==> src/rtl/fufd_pkg.sv <==
// ----------------------------------------------------------------------------
// fufd_pkg
// Shared types, constants and helpers of the form field decoder.
// ----------------------------------------------------------------------------
package fufd_pkg;

  localparam int LEN_W       = 24;
  localparam int FLEN_W      = 10;
  localparam int CFG_INDEX_W = 8;
  localparam int CFG_DATA_W  = 24;

  localparam int QDEPTH  = 4;
  localparam int QPTR_W  = $clog2(QDEPTH);
  localparam int QCNT_W  = $clog2(QDEPTH + 1);

  localparam logic [CFG_INDEX_W-1:0] REG_BODY_LEN      = CFG_INDEX_W'(0);
  localparam logic [CFG_INDEX_W-1:0] REG_MAX_FIELD_LEN = CFG_INDEX_W'(1);

  localparam logic [LEN_W-1:0]  BODY_LEN_RST      = '0;
  localparam logic [FLEN_W-1:0] MAX_FIELD_LEN_RST = FLEN_W'(999);

  localparam logic [7:0] CH_EQ    = 8'h3d;
  localparam logic [7:0] CH_AMP   = 8'h26;
  localparam logic [7:0] CH_NUL   = 8'h00;
  localparam logic [7:0] CH_PLUS  = 8'h2b;
  localparam logic [7:0] CH_PCT   = 8'h25;
  localparam logic [7:0] CH_SPACE = 8'h20;

  typedef enum logic [1:0] {
    CLS_OTHER,
    CLS_TERM,
    CLS_PLUS,
    CLS_PCT
  } cls_t;

  typedef struct packed {
    logic [7:0] data;
    cls_t       cls;
    logic [3:0] hex;
    logic       hex_ok;
    logic       done;
  } fufd_word_t;

  typedef struct packed {
    logic [7:0] out_byte;
    logic       byte_valid;
    logic       field_end;
    logic       field_is_value;
    logic       bad_hex;
    logic       form_done;
  } fufd_result_t;

  function automatic logic [4:0] hex_decode(input logic [7:0] c);
    logic [4:0] r;
    r = 5'b0_0000;
    if (c >= 8'h30 && c <= 8'h39) r = {1'b1, 4'(c - 8'h30)};
    else if (c >= 8'h61 && c <= 8'h66) r = {1'b1, 4'(c - 8'h57)};
    else if (c >= 8'h41 && c <= 8'h46) r = {1'b1, 4'(c - 8'h37)};
    return r;
  endfunction

endpackage

==> src/rtl/form_urlencoded_field_decoder_core.sv <==
// ----------------------------------------------------------------------------
// form_urlencoded_field_decoder_core
// Decodes a form-urlencoded body into field bytes with field marks.
// ----------------------------------------------------------------------------
//  channel   handshake            payload
//  input     push / full          in_byte
//  result    pop / empty          out_byte, byte_valid, field_end,
//                                 field_is_value, bad_hex, form_done
//  config    cfg_valid/cfg_ready  cfg_index, cfg_data
//
//  One byte per cycle sustained while full is low and pop keeps up; each
//  body byte moves through a 4-word queue, then the result register.
//  full follows the queue; the result register reloads in the cycle it pops.
//  rst is synchronous: counters, escape state, config and res_valid reset.
// ----------------------------------------------------------------------------
module form_urlencoded_field_decoder_core (
  input  logic                             clk,
  input  logic                             rst,
  input  logic                             push,
  output logic                             full,
  input  logic [7:0]                       in_byte,
  output logic                             empty,
  input  logic                             pop,
  output logic [7:0]                       out_byte,
  output logic                             byte_valid,
  output logic                             field_end,
  output logic                             field_is_value,
  output logic                             bad_hex,
  output logic                             form_done,
  input  logic                             cfg_valid,
  output logic                             cfg_ready,
  input  logic [fufd_pkg::CFG_INDEX_W-1:0] cfg_index,
  input  logic [fufd_pkg::CFG_DATA_W-1:0]  cfg_data
);
  import fufd_pkg::*;

  logic [LEN_W-1:0]  body_len;
  logic [FLEN_W-1:0] max_field_len;
  logic              q_wr, q_rd, q_full, q_empty;
  fufd_word_t        q_wdata, q_rdata;
  fufd_result_t      res;

  assign cfg_ready = 1'b1;

  always_ff @(posedge clk) begin
    if (rst) begin
      body_len      <= BODY_LEN_RST;
      max_field_len <= MAX_FIELD_LEN_RST;
    end else if (cfg_valid) begin
      case (cfg_index)
        REG_BODY_LEN:      body_len      <= cfg_data[LEN_W-1:0];
        REG_MAX_FIELD_LEN: max_field_len <= cfg_data[FLEN_W-1:0];
        default: ;
      endcase
    end
  end

  fufd_front u_front (
    .clk      (clk),
    .rst      (rst),
    .body_len (body_len),
    .push     (push),
    .in_byte  (in_byte),
    .full     (full),
    .q_wr     (q_wr),
    .q_wdata  (q_wdata),
    .q_full   (q_full)
  );

  fufd_queue u_queue (
    .clk   (clk),
    .rst   (rst),
    .wr    (q_wr),
    .wdata (q_wdata),
    .full  (q_full),
    .rd    (q_rd),
    .rdata (q_rdata),
    .empty (q_empty)
  );

  fufd_back u_back (
    .clk           (clk),
    .rst           (rst),
    .max_field_len (max_field_len),
    .q_empty       (q_empty),
    .q_rdata       (q_rdata),
    .q_rd          (q_rd),
    .empty         (empty),
    .pop           (pop),
    .res           (res)
  );

  assign out_byte       = res.out_byte;
  assign byte_valid     = res.byte_valid;
  assign field_end      = res.field_end;
  assign field_is_value = res.field_is_value;
  assign bad_hex        = res.bad_hex;
  assign form_done      = res.form_done;

endmodule

==> src/rtl/fufd_queue.sv <==
// ----------------------------------------------------------------------------
// fufd_queue
// Short word queue between the classifying front and the decoding back.
// ----------------------------------------------------------------------------
module fufd_queue (
  input  logic               clk,
  input  logic               rst,
  input  logic               wr,
  input  fufd_pkg::fufd_word_t wdata,
  output logic               full,
  input  logic               rd,
  output fufd_pkg::fufd_word_t rdata,
  output logic               empty
);
  import fufd_pkg::*;

  fufd_word_t         mem [QDEPTH];
  logic [QPTR_W-1:0]  wr_ptr;
  logic [QPTR_W-1:0]  rd_ptr;
  logic [QCNT_W-1:0]  count;
  logic               do_wr;
  logic               do_rd;

  assign full  = (count == QCNT_W'(QDEPTH));
  assign empty = (count == '0);
  assign do_wr = wr && !full;
  assign do_rd = rd && !empty;
  assign rdata = mem[rd_ptr];

  always_ff @(posedge clk) begin
    if (do_wr) begin
      mem[wr_ptr] <= wdata;
    end
  end

  always_ff @(posedge clk) begin
    if (rst) begin
      wr_ptr <= '0;
      rd_ptr <= '0;
      count  <= '0;
    end else begin
      if (do_wr) wr_ptr <= wr_ptr + QPTR_W'(1);
      if (do_rd) rd_ptr <= rd_ptr + QPTR_W'(1);
      case ({do_wr, do_rd})
        2'b10:   count <= count + QCNT_W'(1);
        2'b01:   count <= count - QCNT_W'(1);
        default: count <= count;
      endcase
    end
  end

endmodule

==> src/rtl/fufd_front.sv <==
// ----------------------------------------------------------------------------
// fufd_front
// Counts body bytes, drops bytes past the body and classifies each byte.
// ----------------------------------------------------------------------------
module fufd_front (
  input  logic                        clk,
  input  logic                        rst,
  input  logic [fufd_pkg::LEN_W-1:0]  body_len,
  input  logic                        push,
  input  logic [7:0]                  in_byte,
  output logic                        full,
  output logic                        q_wr,
  output fufd_pkg::fufd_word_t        q_wdata,
  input  logic                        q_full
);
  import fufd_pkg::*;

  logic [LEN_W-1:0] bytes_seen;
  logic [LEN_W-1:0] bytes_seen_next;
  logic             live;
  logic             accept;
  logic [4:0]       hx;

  assign full            = q_full;
  assign accept          = push && !q_full;
  assign live            = bytes_seen < body_len;
  assign bytes_seen_next = bytes_seen + LEN_W'(1);
  assign q_wr            = accept && live;
  assign hx              = hex_decode(in_byte);

  always_comb begin
    q_wdata.data   = in_byte;
    q_wdata.hex    = hx[3:0];
    q_wdata.hex_ok = hx[4];
    q_wdata.done   = (bytes_seen_next == body_len);
    if (in_byte == CH_EQ || in_byte == CH_AMP || in_byte == CH_NUL) q_wdata.cls = CLS_TERM;
    else if (in_byte == CH_PLUS) q_wdata.cls = CLS_PLUS;
    else if (in_byte == CH_PCT)  q_wdata.cls = CLS_PCT;
    else q_wdata.cls = CLS_OTHER;
  end

  always_ff @(posedge clk) begin
    if (rst) begin
      bytes_seen <= '0;
    end else if (q_wr) begin
      bytes_seen <= bytes_seen_next;
    end
  end

endmodule

==> src/rtl/fufd_back.sv <==
// ----------------------------------------------------------------------------
// fufd_back
// Runs the escape and field state per word and holds the result register.
// ----------------------------------------------------------------------------
module fufd_back (
  input  logic                        clk,
  input  logic                        rst,
  input  logic [fufd_pkg::FLEN_W-1:0] max_field_len,
  input  logic                        q_empty,
  input  fufd_pkg::fufd_word_t        q_rdata,
  output logic                        q_rd,
  output logic                        empty,
  input  logic                        pop,
  output fufd_pkg::fufd_result_t      res
);
  import fufd_pkg::*;

  typedef enum logic [1:0] {
    PH_PLAIN,
    PH_HIGH,
    PH_LOW
  } phase_t;

  phase_t           phase, phase_next;
  logic [3:0]       high_nibble, high_nibble_next;
  logic             escape_bad, escape_bad_next;
  logic [FLEN_W-1:0] field_count, field_count_next;
  logic             in_value, in_value_next;
  logic             res_valid;
  fufd_result_t     res_next;

  assign empty = !res_valid;
  assign q_rd  = !q_empty && (!res_valid || pop);

  always_comb begin
    phase_next       = phase;
    high_nibble_next = high_nibble;
    escape_bad_next  = escape_bad;
    field_count_next = field_count;
    in_value_next    = in_value;
    res_next         = '0;
    res_next.field_is_value = in_value;
    res_next.form_done      = q_rdata.done;
    case (phase)
      PH_HIGH: begin
        high_nibble_next = q_rdata.hex;
        escape_bad_next  = !q_rdata.hex_ok;
        phase_next       = PH_LOW;
      end
      PH_LOW: begin
        res_next.out_byte   = {high_nibble, q_rdata.hex};
        res_next.bad_hex    = escape_bad || !q_rdata.hex_ok;
        res_next.byte_valid = 1'b1;
        field_count_next    = field_count + FLEN_W'(1);
        phase_next          = PH_PLAIN;
        high_nibble_next    = '0;
        escape_bad_next     = 1'b0;
      end
      default: begin
        if (q_rdata.cls == CLS_TERM) begin
          res_next.field_end = 1'b1;
        end else if (field_count < max_field_len) begin
          if (q_rdata.cls == CLS_PCT) begin
            phase_next = PH_HIGH;
          end else begin
            res_next.out_byte   = (q_rdata.cls == CLS_PLUS) ? CH_SPACE : q_rdata.data;
            res_next.byte_valid = 1'b1;
            field_count_next    = field_count + FLEN_W'(1);
          end
        end
      end
    endcase
    if (q_rdata.done) res_next.field_end = 1'b1;
    if (res_next.field_end) begin
      phase_next       = PH_PLAIN;
      high_nibble_next = '0;
      escape_bad_next  = 1'b0;
      field_count_next = '0;
      in_value_next    = !in_value;
    end
  end

  always_ff @(posedge clk) begin
    if (rst) begin
      phase       <= PH_PLAIN;
      high_nibble <= '0;
      escape_bad  <= 1'b0;
      field_count <= '0;
      in_value    <= 1'b0;
      res_valid   <= 1'b0;
    end else begin
      if (q_rd) begin
        phase       <= phase_next;
        high_nibble <= high_nibble_next;
        escape_bad  <= escape_bad_next;
        field_count <= field_count_next;
        in_value    <= in_value_next;
        res_valid   <= 1'b1;
      end else if (pop) begin
        res_valid   <= 1'b0;
      end
    end
  end

  always_ff @(posedge clk) begin
    if (q_rd) begin
      res <= res_next;
    end
  end

endmodule

==> config.mk <==
export PLATFORM = sky130hd
export DESIGN_NAME = form_urlencoded_field_decoder_core
export DESIGN_NICKNAME = d
export VERILOG_FILES = /design/src/rtl/fufd_pkg.sv /design/src/rtl/form_urlencoded_field_decoder_core.sv /design/src/rtl/fufd_queue.sv /design/src/rtl/fufd_front.sv /design/src/rtl/fufd_back.sv
export SDC_FILE = /design/constraint.sdc
export NUM_CORES = 1
export LEC_CHECK = 0
export ABC_AREA = 1
export BUFFER_PORTS_ARGS = -buffer_cell sky130_fd_sc_hd__buf_2
export CAP_MARGIN = 20
export CORE_MARGIN = 2
export CORE_UTILIZATION = 60
export DETAILED_ROUTE_END_ITERATION = 6
export GPL_ROUTABILITY_DRIVEN = 1
export PLACE_DENSITY = 0.79
export SLEW_MARGIN = 25
export SYNTH_ARGS = -nofsm -noshare
export SYNTH_HDL_FRONTEND = slang
export SYNTH_SLANG_ARGS = --single-unit
==> constraint.sdc <==
create_clock -name clk -period 3 [get_ports clk]
set_input_delay 0.15 -clock clk [delete_from_list [all_inputs] [get_ports clk]]
set_output_delay 0.15 -clock clk [all_outputs]
set_load 0.01 [all_outputs]
==> results of run 1 <==
worst max-delay path, cell delays in order, from the launching register on:
cell and delay, ns:
dfxtp_1 0.33, inv_1 0.07, ha_1 0.30, nand4_1 0.13, nor3_1 0.27, nand3_1 0.17, nand3_2 0.23, ha_1 0.21
inv_1 0.07, fa_1 0.38, a21oi_1 0.16, o21ai_0 0.13, o21ai_0 0.17, a21oi_1 0.07
logic make-up (layout without fill, tap and decap cells):
| logic type | Yosys count | after routing |
|---|---|---|
| fa+ha+maj | 49 | 49 |
| simple gates | 557 | 557 |
| buf+inv | 163 | 232 |
| xor+xnor | 9 | 9 |
| compound gates | 177 | 177 |
| other cells | 1 | 1 |
| flops | 163 | 163 |
cells in the final DEF (no fill, tap or decap), types with 5 or more instances in the layout:
cell         n
inv_2        5
buf_4       13
nor2_4       5
nand2_2      8
o21ai_0     66
o21ai_1      9
nor2_1     133
xor2_1       6
inv_1      120
nor3_1      13
nand4_1     17
nand3_1     75
buf_2       59
clkbuf_1     5
dfxtp_1     86
a21oi_1     75
edfxtp_1    77
a32o_1       9
clkbuf_16   17
nor2_2       5
nand2_1    282
ha_1        48
through the flow:
stage               total power [W]  hold WS, ns
floorplan                   0.00614        0.249
global placement            0.00694        0.411
detailed placement          0.00706        0.414
CTS                         0.00931      0.00346
global route                 0.0101      0.00809
finish                      0.00931       0.0121
final timing paths:
kind / startpoint / endpoint / cells after the start
worst max-delay path: body_len[22] / u_queue.count[2] / 13
worst min-delay path: cfg_data[14] / body_len[14] / 3
worst max register to register: body_len[22] / u_queue.count[2] / 13
worst min register to register: u_back.in_value / u_back.res[2] / 0
repair_timing:
action	in CTS	in global routing
hold buffers	2	0
hold endpoints to repair	5	0
buffers inserted	0	0
cell type report:
cell class	count	share of cell area, %
inverters	126	4.81
repair buffers	74	4.17
flip-flops and latches	163	40.8
clock inverters	10	1.59
multi-input cells	793	41.8
clock buffers	22	4.49
well taps	184	2.33
where the power goes:
part | switching (W) | leakage (nW) | internal, W
Clock | 0.000847 | 0.286 | 0.00139
Sequential | 0.000307 | 1.42 | 0.00289
Combinational | 0.00256 | 2.66 | 0.00132
Total | 0.00371 | 4.37 | 0.00560
layer usage:
layer  track usage (%)  wire, um  vias up
li1                  -         -     3807
met1              35.6      8950     3366
met2              41.1      8900      217
met3              4.92      1150       17
met4              5.75       199        0
met5                 0         0        -
sequential cells by signal, indices dropped and copies added, names as in the netlist, 2 cells and up, named ones only:
name                count
u_queue.wr_ptr          2
u_queue.count           3
u_back.phase            2
u_back.high_nibble      4
u_queue.mem            64
u_queue.rd_ptr          2
u_back.res             13
u_back.field_count     10
u_front.bytes_seen     24
body_len               24
max_field_len          10
==> metrics.txt, run 1 <==
RSZ-0062 raised after global routing no; die outline width 125 um; Seq cells post-synth 163; layout cell share with drive strength beyond 1 between 10% and 20%; Placer Congestion 0.891; register area 4030 um2; Yosys cell types 49; Main synth FF type dfxtp_1; routed len/inst 14.0 um; Layout Skew 0.0102 ns; CTS tree built; setup violators final 0; final wirelength 19200 um; number of synthesized flops with an enable pin 77; Post-DP HPWL 13400 um; Mean Syn Cell Area 7.89 um2; maxcap violations 0; maximum root-to-sink buffer count 2; CTS Buf Count 17; startpoint types flip-flop; crit path DAT 3.09 ns; Worst VDD drop 0.566 mV; Post-synth top cells nand2_1 (282), nor2_1 (133), inv_1 (121); Area Growth Syn to Fin 12.1%; gr usage total 25.4%; Synth area leaders edfxtp_1 (26%), dfxtp_1 (19%), nand2_1 (12%); number of DRC markers in iteration 0 630; final hold violation count 0; Worst Slack Setup Final 0.212 ns; fillcell total between 1k and 1.5k; CP Data Required Time 3.30 ns; # port buffers 59; worst-path fanout max 10; post_cts resized 0; die area 15700 um2; FMAX 359 MHz; Synth Area in Adders 7.03%; site row count 44; Yosys top cell by area edfxtp_1; P_leak ~4.4 nW; Worst slew margin 63.6%; initial core utilization 61.0%; Syn Nets 1213; run status complete, no violations; via count 7407; Seq/Total Area, Yosys 45.7%; Core Box Area 14500 um2; antenna-violating nets left 0; share of synthesized registers carrying an async set or reset 0%; clock-pin slew on the worst setup and hold paths approximately 0.06 ns; Post-Place Cell Area between 9000 and 10000 um2; largest net degree at the start of global routing 49; fin nets 1269; area of the multi-input gates approximately 4100 um2; router iterations before antenna repair 5; simple-gate share of the synthesized area 27.5%; CTS Root Cell clkbuf_16; setup TNS 0 ns; DP Worst Slack 0.263 ns; R2R setup slack 0.21 ns; post-synth top area share 26.2%; Mapped Area 8830 um2; Critical Path End Type flip-flop; Cells after Synth 1119; H-tree Lvls 4; Pwr per Cell Area 941 nW/um2; fin crit share 92.9%; largest family of logic cells by synthesized area simple AND/OR/NAND/NOR gates; most common cell in the netlist nand2_1; antenna violations before repair 0; post-route cell area 9890 um2; first-pass GRT wire length 32500 um; Avg Vias per Cell 5.40; total gr overflow 0; Slew Viols, Final 0; Layout Utilization 68.3%; clk sinks about 160; number of global-route vias before repair 6918; synth warn 0; cell count after placement about 1.3k; worst skew pair latency 0.42 ns; Crit Path Class flip-flop to flip-flop; Die Height about 130 um; Worst-Margin Slew 0.545 ns; Post-Synth XOR/XNOR Area 1.05%; Antenna Cells 0; Boundary Pins 61; Finished Layout Cells 1372; final routed DRC violation total 0; Synth Area in Compound Gates 11.2%; worst min-delay path class primary input to flip-flop; minimum clock period 2.79 ns; post-synthesis mux area share 0%
Note: power is estimated with default switching activity, not from simulation.
==> inputs of run 2 (changes only) <==
- CORE_UTILIZATION: 60 -> 61
- PLACE_DENSITY: 0.79 -> 0.8
==> run 2 against run 1 <==
Against the previous run:
- power down 1.4%
- clock-buffer cell count is 1 higher
- sequential cell count did not move
- core utilization grew 2.7 points
- wire length grew 2.1%
- register-to-register slack better by 0.23 ns
- worst hold slack got worse by 0.0068 ns
- sequential power is essentially flat
- maximum frequency grew 9.1%
- critical path depth is the same
- clock power fell by 7%
- setup slack gained 0.23 ns
==> metrics.txt, run 2 (synthesis gave the netlist of run 1 again) <==
run status complete, no violations; minimum clock period 2.56 ns; most frequent cells in the layout nand2_1 (282), nor2_1 (133), inv_1 (120), dfxtp_1 (86), edfxtp_1 (77); Worst slew margin a little under three fifths; router iterations before antenna repair 6; die outline width 124 um; first-pass GRT wire length 32900 um; setup TNS 0 ns; Layout Utilization a little under three quarters; FMAX 391 MHz; Critical Path End Type flip-flop; die area 15500 um2; gr usage total a little over a quarter; final routed DRC violation total 0; CTS tree built; site row count 43; layout cell share with drive strength beyond 1 11.9%; post_cts resized 0; clk sinks approximately 160; slowest cell on the critical path fa_1; Slew Viols, Final 0; largest net degree at the start of global routing 42; # port buffers between 50 and 60; commonest non-fill, non-tap cell in the layout nand2_1; antenna-violating nets left 0; final wirelength 19600 um; startpoint types flip-flop; crit-path cells inv_1 -> ha_1 -> nand2_1 -> nor3_1 -> nand3_1 -> nand3_2 -> ha_1 -> inv_1 -> fa_1 -> a21oi_1 -> o21ai_0 -> o21ai_0 -> a21oi_1; setup violators final 0; Reg with most FFs u_queue.mem; max FFs per register 64; Worst-Margin Slew roughly 0.66 ns; worst skew pair latency 0.43 ns; Worst VDD drop 0.534 mV; Core Box Area between 10000 and 15000 um2; number of DRC markers in iteration 0 553; P_leak approximately 4.4 nW; RSZ-0062 raised after global routing no; total gr overflow 0; CP Data Required Time approximately 3.3 ns; met3 Track Usage GR 6.06%; Avg Vias per Cell 5.50; routed len/inst 14.3 um; Pwr per Cell Area 924 nW/um2; maxcap violations 0; worst min-delay path class primary input to flip-flop; antenna violations before repair 0; Die Height 124 um; maximum root-to-sink buffer count 2; power consumption 0.00918 W; initial core utilization roughly 63%; CTS Buf Count 17; via count 7560; Antenna Cells 0; fin crit share between 80% and 90%; worst-path fanout max 3; Post-DP HPWL 13700 um; gr busiest metal met2; final hold violation count 0; clock-pin slew on the worst setup and hold paths 0.06 ns; Largest regs u_queue.mem: 64 flops, body_len: 24 flops, u_front.bytes_seen: 24 flops; number of global-route vias before repair 7133; Area Growth Syn to Fin 12.5%; post-route cell area 9930 um2; crit path DAT 2.87 ns; Boundary Pins 61; CTS Root Cell clkbuf_16; Post-Place Cell Area 9300 um2; Min Hold Slack 0.00528 ns; Crit Path Class flip-flop to flip-flop; grt met2 use a little over two fifths; Layout Skew 0.00937 ns; Placer Congestion roughly 0.91; H-tree Lvls 4; GR Util met1 34.7%; max incr delay on CP 0.37 ns; fin nets 1276
[run 2: critical path, delay by kind of cell (launching register included)]
family	cells	cell delay (ns)
fa+ha+maj	3	0.81
simple gates	4	0.70
compound gates	4	0.45
flops	1	0.33
buf+inv	2	0.13
[run 2: per-stage QoR]
stage	setup slack [ns]	cells
2_1_floorplan	0.388	1119
3_3_place_gp	0.516	1337
3_5_place_dp	0.467	1337
4_1_cts	0.448	1375
5_1_grt	0.140	1375
6_report	0.445	1375
[run 2: repair_timing]
item,in CTS,in global routing
setup buffers,0,0
hold buffers,6,0
hold endpoints to repair,9,0
[run 2: worst paths after layout]
kind / startpoint / to / slack [ns] / depth (start not counted)
max reg2reg: body_len[19] / u_queue.count[2] / 0.44 / 13
min: cfg_data[18] / body_len[18] / 0.005 / 3
max: body_len[19] / u_queue.count[2] / 0.44 / 13
min reg2reg: max_field_len[8] / max_field_len[8] / 0.46 / 2
[run 2: final cells by class]
type	instances	area [um2]
Inverter	126	475
Tap cell	180	225
Clock buffer	23	489
Fill cell	1115	4060
Sequential cell	163	4030
Timing Repair Buffer	81	488
Clock inverter	9	78.8
Multi-Input combinational cell	793	4140
[run 2: where the power goes]
group,internal (W),switching [W],total [W],leakage [nW]
Combinational,0.00133,0.00255,0.00388,2.70
Sequential,0.00289,0.000316,0.00321,1.42
Clock,0.00123,0.000861,0.00209,0.278
Total,0.00545,0.00373,0.00918,4.40
[run 2: layer usage]
metal,wire (um),share of wire [%]
met3,1250,6.4
met2,9100,46
met1,9000,46
met5,0,0
met4,256,1.3
